## config.mk

```make
export PLATFORM = sky130hd
export DESIGN_NAME = pid_isqrt
export DESIGN_NICKNAME = d
export VERILOG_FILES = /design/src/design/pid_pkg.sv /design/src/design/pid_isqrt.sv
export SDC_FILE = /design/constraint.sdc
export NUM_CORES = 1
export LEC_CHECK = 0
export BUFFER_PORTS_ARGS = -buffer_cell sky130_fd_sc_hd__buf_2
export CAP_MARGIN = 20
export CELL_PAD_IN_SITES_DETAIL_PLACEMENT = 1
export CELL_PAD_IN_SITES_GLOBAL_PLACEMENT = 1
export CORE_UTILIZATION = 50
export CTS_CLUSTER_DIAMETER = 60
export CTS_CLUSTER_SIZE = 40
export DETAILED_ROUTE_END_ITERATION = 7
export HOLD_SLACK_MARGIN = 0.03
export PLACE_DENSITY_LB_ADDON = 0.1
export SLEW_MARGIN = 20
export SYNTH_ARGS = -nofsm -noshare
export SYNTH_HDL_FRONTEND = slang
export SYNTH_SLANG_ARGS = --single-unit
```

## constraint.sdc

```tcl
create_clock -name clk_i -period 17 [get_ports clk_i]
set_clock_uncertainty 0.1 [all_clocks]
set_input_delay 1.7 -clock clk_i [delete_from_list [all_inputs] [get_ports clk_i]]
set_output_delay 1.7 -clock clk_i [all_outputs]
set_load 0.02 [all_outputs]
```

## src/design/pid_pkg.sv

```systemverilog
// ----------------------------------------------------------------------------
// pid_pkg
// Shared types, codes and helpers for the particle integrator with drag.
// ----------------------------------------------------------------------------
package pid_pkg;

  localparam logic [46:0] WIDE_MAX = 47'h7FFF_FFFF_FFFF;

  typedef enum logic [1:0] {
    REQ_STEP    = 2'd0,
    REQ_IMPULSE = 2'd1,
    REQ_LOAD    = 2'd2,
    REQ_NONE    = 2'd3
  } req_e;

  typedef enum logic [2:0] {
    CFG_IN_FLUID = 3'd0,
    CFG_LAMINAR  = 3'd1,
    CFG_DRAG     = 3'd2,
    CFG_MASS     = 3'd3,
    CFG_EXT_FX   = 3'd4,
    CFG_EXT_FY   = 3'd5,
    CFG_EXT_FZ   = 3'd6
  } cfg_idx_e;

  typedef enum logic [3:0] {
    L_IDLE, L_SQ, L_WAITC, L_FORCE, L_FORCE2, L_FORCEW, L_DIVSET,
    L_DIV, L_DIVEND, L_DV, L_DV2, L_HALF, L_UPD, L_DONE
  } lane_state_e;

  typedef enum logic [2:0] {
    T_IDLE, T_SQWAIT, T_SQGO, T_SQRT, T_CMUL, T_CRND, T_CGO, T_WAIT
  } top_state_e;

  typedef struct packed {
    logic        start;
    req_e        op;
    logic        ack;
    logic        c_valid;
    logic [46:0] c;
    logic        in_fluid;
    logic        laminar;
    logic [30:0] k;
    logic [30:0] mass;
    logic [15:0] dt;
  } lane_ctrl_t;

  typedef struct packed {
    logic               sq_done;
    logic               done;
    logic [63:0]        sq;
    logic signed [31:0] pos;
    logic signed [31:0] vel;
    logic               sat;
  } lane_stat_t;

  function automatic logic ovf32(logic signed [48:0] x);
    return (x > 49'sd2147483647) || (x < -49'sd2147483648);
  endfunction

  function automatic logic signed [31:0] sat32(logic signed [48:0] x);
    if (x > 49'sd2147483647) return 32'sh7FFF_FFFF;
    if (x < -49'sd2147483648) return 32'sh8000_0000;
    return x[31:0];
  endfunction

endpackage

```

## src/design/pid_isqrt.sv

```systemverilog
// ----------------------------------------------------------------------------
// pid_isqrt
// Iterative integer square root, one result bit per cycle for a 32-bit root.
// ----------------------------------------------------------------------------
module pid_isqrt (
  input  logic        clk_i,
  input  logic        rst_ni,
  input  logic        start_i,
  input  logic [63:0] x_i,
  output logic        done_o,
  output logic [31:0] root_o
);
  import pid_pkg::*;

  logic [63:0] x_q, res_q, bit_q;
  logic        busy_q;
  logic [63:0] trial;

  assign trial = res_q + bit_q;

  always_ff @(posedge clk_i or negedge rst_ni) begin
    if (!rst_ni) begin
      busy_q <= 1'b0;
    end else if (start_i) begin
      busy_q <= 1'b1;
    end
  end

  always_ff @(posedge clk_i) begin
    if (start_i) begin
      x_q   <= x_i;
      res_q <= '0;
      bit_q <= 64'd1 << 62;
    end else if (busy_q && bit_q != '0) begin
      if (x_q >= trial) begin
        x_q   <= x_q - trial;
        res_q <= (res_q >> 1) + bit_q;
      end else begin
        res_q <= res_q >> 1;
      end
      bit_q <= bit_q >> 2;
    end
  end

  assign done_o = busy_q && (bit_q == '0);
  assign root_o = res_q[31:0];

endmodule

```

==> key figures <==
Status
  • Run status: complete, no violations

Pwr
  • Pwr/cell area: 203 nW/µm²
  • Proportion of power drawn by the clock network: 0.116
  • Proportion of power drawn by combinational gates: 0.652
  • Static leakage power: 6.22 nW
  • Net load switching power: 0.00171 W
  • Internal: 0.00159 W
  • Final Power: 0.00330 W
  • Sequential fraction of design power: 0.232
  • Worst vdd rail ir drop: 0.118 mV
  • Switching part of the total: 0.517

Routing
  • Initial drt markers: 1039
  • Number of nets with antenna violations after detailed routing: 0
  • Post-detailed-route DRC marker count: 0
  • Vias per inst: 6.39
  • First-pass detailed-route iteration total: 5
  • Routed Wire Length: 50100 µm
  • Average detailed-routed wire length per instance: 21.2 µm
  • Number of vias in the routed layout: 15123

Critical path
  • CP endpoint kind: flip-flop
  • Crit path launch type: flip-flop
  • Reg-to-reg startpoint: res_q[34]
  • Maximum fanout count along the critical path: 64
  • Reg-to-reg endpoint: x_q[12]
  • Register-to-register setup slack: 10.22 ns
  • CP Launch Point: res_q[34]
  • Setup crit end: x_q[12]
  • Critical setup path kind: flip-flop to flip-flop
  • Number of cell instances on the worst register-to-register path: 19
  • Req. time, crit path: 16.98 ns
  • Data arrival time of the critical path: 6.76 ns

Yosys
  • Sequential-to-total area share from yosys stat: 0.251
  • Synthesized instance count: 1994
  • Share of synthesized area spent on multiplexers: 0.00862
  • Compound-Gate Fraction of Synth Area: 0.289
  • Synth Net Count: 2192
  • #FFs+latches synth: 161
  • Async S/R FF share, synth: 0.00621
  • Count of flip-flops with a built-in enable after synthesis: 64
  • Simple-gate share of the synthesized area: 0.197
  • Post-synthesis share of cell area spent on xor and xnor gates: 0.0877
  • Dominant combinational cell family by area after synthesis: compound AO/OA/AOI/OAI gates
  • Most instantiated flip-flop cell in the synthesis netlist: sky130_fd_sc_hd__dfxtp_1
  • Cell Area, Synth: 15400 µm²
  • Post-Synthesis Mean Instance Area: 7.72 µm²
  • Post-synthesis adder-cell area fraction: 0.107
  • Synth unique cells: 94
  • Number of warnings issued by yosys: 0

Die
  • Horizontal die dimension: 177 µm
  • Floorplan core area: 30000 µm²
  • Height of the die: 177 µm
  • I/O pin cnt: 100
  • Standard-cell rows: 63
  • DIE AREA: 31500 µm²
  • Initial Utilization: 0.514

STA
  • Post-route worst hold slack: 0.421 ns
  • Setup violations, final: 0
  • Setup repair after global routing missed its margin: false
  • Final critical-path share of the clock period: 0.399
  • Number of hold violations in the final report: 0
  • Worst-Margin Slew: 0.964 ns
  • Final sum of negative setup slack: 0 ns
  • Max Clock Freq: 0.147 GHz
  • Max-slew violations: 0
  • Final period demand of the worst path: 6.78 ns
  • Slew margin rel.: 0.356

Cells and area
  • Post-synthesis to final-layout area growth: 5.68%
  • Final net count: 2162
  • Leading cell type in the layout, fill and taps excluded: sky130_fd_sc_hd__nand2_1
  • Antenna fix cells: 0
  • Fraction of layout cells with a size suffix above 1: 0.101
  • Top library cells by usage in the layout, fill and taps aside: sky130_fd_sc_hd__nand2_1 (280), sky130_fd_sc_hd__a21oi_1 (182), sky130_fd_sc_hd__o21ai_0 (170)
  • Core Util, Final: 0.543
  • Post-layout instance count excluding filler cells: 2367

CTS
  • Clock sinks: 161
  • CTS resizes: 0
  • Clock edge transition at the registers on the reported setup and hold paths: 0.07 ns
  • Maximum root-to-sink buffer count: 2
  • Setup Buffers After CTS: 0
  • Worst-Skew Late Latency: 0.46 ns
  • Count of hold buffers inserted by post-cts repair: 0
  • Clock Tree Root: sky130_fd_sc_hd__clkbuf_16
  • Total number of H-tree levels: 4
  • Inserted Clock Buffers: 17
  • Clock tree from TritonCTS: done

Global routing
  • Antenna violations before repair: 0
  • Maximum number of pins on one net before global-route repair: 118
  • First-pass GRT wire length: 80200 µm
  • Vias in the first global route: 14874
  • Remaining global-route overflow: 0
  • Total routing usage reported by global routing: 0.322

Placement
  • Global placer's final weighted congestion: 0.937
  • Instance count after placement with tap cells included: 2335
  • HPWL after detailed placement: 37600 µm
  • Quantity of I/O buffers inserted on ports: 99

Flow run
  • Max capacitance violation total: 0

Min path
  • Hold WC Path Type: flip-flop to flip-flop
-- worst min-delay path by stage --
stage,startpoint,endpoint,cells after the start
after floorplan,busy_q,busy_q,1
after global placement,bit_q[14],bit_q[12],2
after detailed placement,bit_q[8],bit_q[6],2
after CTS,bit_q[36],bit_q[34],2
after global routing,bit_q[36],bit_q[34],2
final,bit_q[32],bit_q[32],2
-- logic make-up after synthesis --
kind of cell    count (synthesis)
compound gates                685
simple gates                  657
buf+inv                       193
flops                         161
xor+xnor                      154
fa+ha+maj                     131
mux                            13
-- state kept, by name, indices dropped and copies added (netlist names) --
signal and flops:
bit_q 32, busy_q 1, res_q 64, x_q 64
-- worst max-delay path: stages (launching register included) --
cell and delay [ns]:
sky130_fd_sc_hd__dfxtp_1 0.44, sky130_fd_sc_hd__ha_1 0.46, sky130_fd_sc_hd__nand4_2 0.26, sky130_fd_sc_hd__nor4_1 0.50, sky130_fd_sc_hd__a22oi_1 0.16, sky130_fd_sc_hd__nand2_1 0.13, sky130_fd_sc_hd__a41oi_2 0.07, sky130_fd_sc_hd__o21ai_1 0.33
sky130_fd_sc_hd__a211oi_2 0.18, sky130_fd_sc_hd__o311ai_0 0.55, sky130_fd_sc_hd__xnor2_1 0.15, sky130_fd_sc_hd__ha_1 0.50, sky130_fd_sc_hd__nand2_1 0.17, sky130_fd_sc_hd__nor3_1 0.39, sky130_fd_sc_hd__nand3_1 0.16, sky130_fd_sc_hd__or2_2 0.33
sky130_fd_sc_hd__o211a_1 0.22, sky130_fd_sc_hd__buf_4 0.32, sky130_fd_sc_hd__o21ai_4 0.20, sky130_fd_sc_hd__buf_4 0.71
-- power groups by stage --
stage	Clock (W)	Sequential, W	Combinational, W
finish	0.000383	0.000765	0.00215
global route	0.000401	0.000781	0.00236
CTS	0.000389	0.000757	0.00213
detailed placement	0	0.000763	0.00210
global placement	0	0.000756	0.00203
floorplan	0	0.000675	0.00168
-- cell usage after synthesis, drive strengths merged (64+ instances only) --
cell	count	area share
o21ai	184	0.060
a21oi	186	0.061
edfxtp	64	0.12
buf	70	0.029
dfxtp	96	0.12
a31oi	68	0.030
xor2	70	0.040
xnor2	84	0.048
nor2	147	0.036
ha	130	0.11
clkbuf	85	0.021
nand2	280	0.068
-- layer usage --
metal,part of all wire,GRT usage,up-vias
met5,0,0,-
met4,0.020,0.0912,0
met3,0.051,0.0461,65
met2,0.44,0.502,428
met1,0.49,0.459,7393
li1,-,-,7237
-- through the flow --
stage	worst slack, ns	area, µm²
global placement	10.68	15700
finish	10.22	16300
global route	9.93	16300
CTS	10.32	16300
floorplan	7.18	15400
detailed placement	10.46	15700
-- final cells by class --
type | instances | area [µm²]
fillers | 3777 | 13700
multi-input cells | 1640 | 10600
flip-flops and latches | 161 | 3870
repair buffers | 106 | 554
well taps | 390 | 488
clock buffers | 20 | 468
inverters | 38 | 143
clock inverters | 12 | 93.8
(Power assumes the default switching activity.)
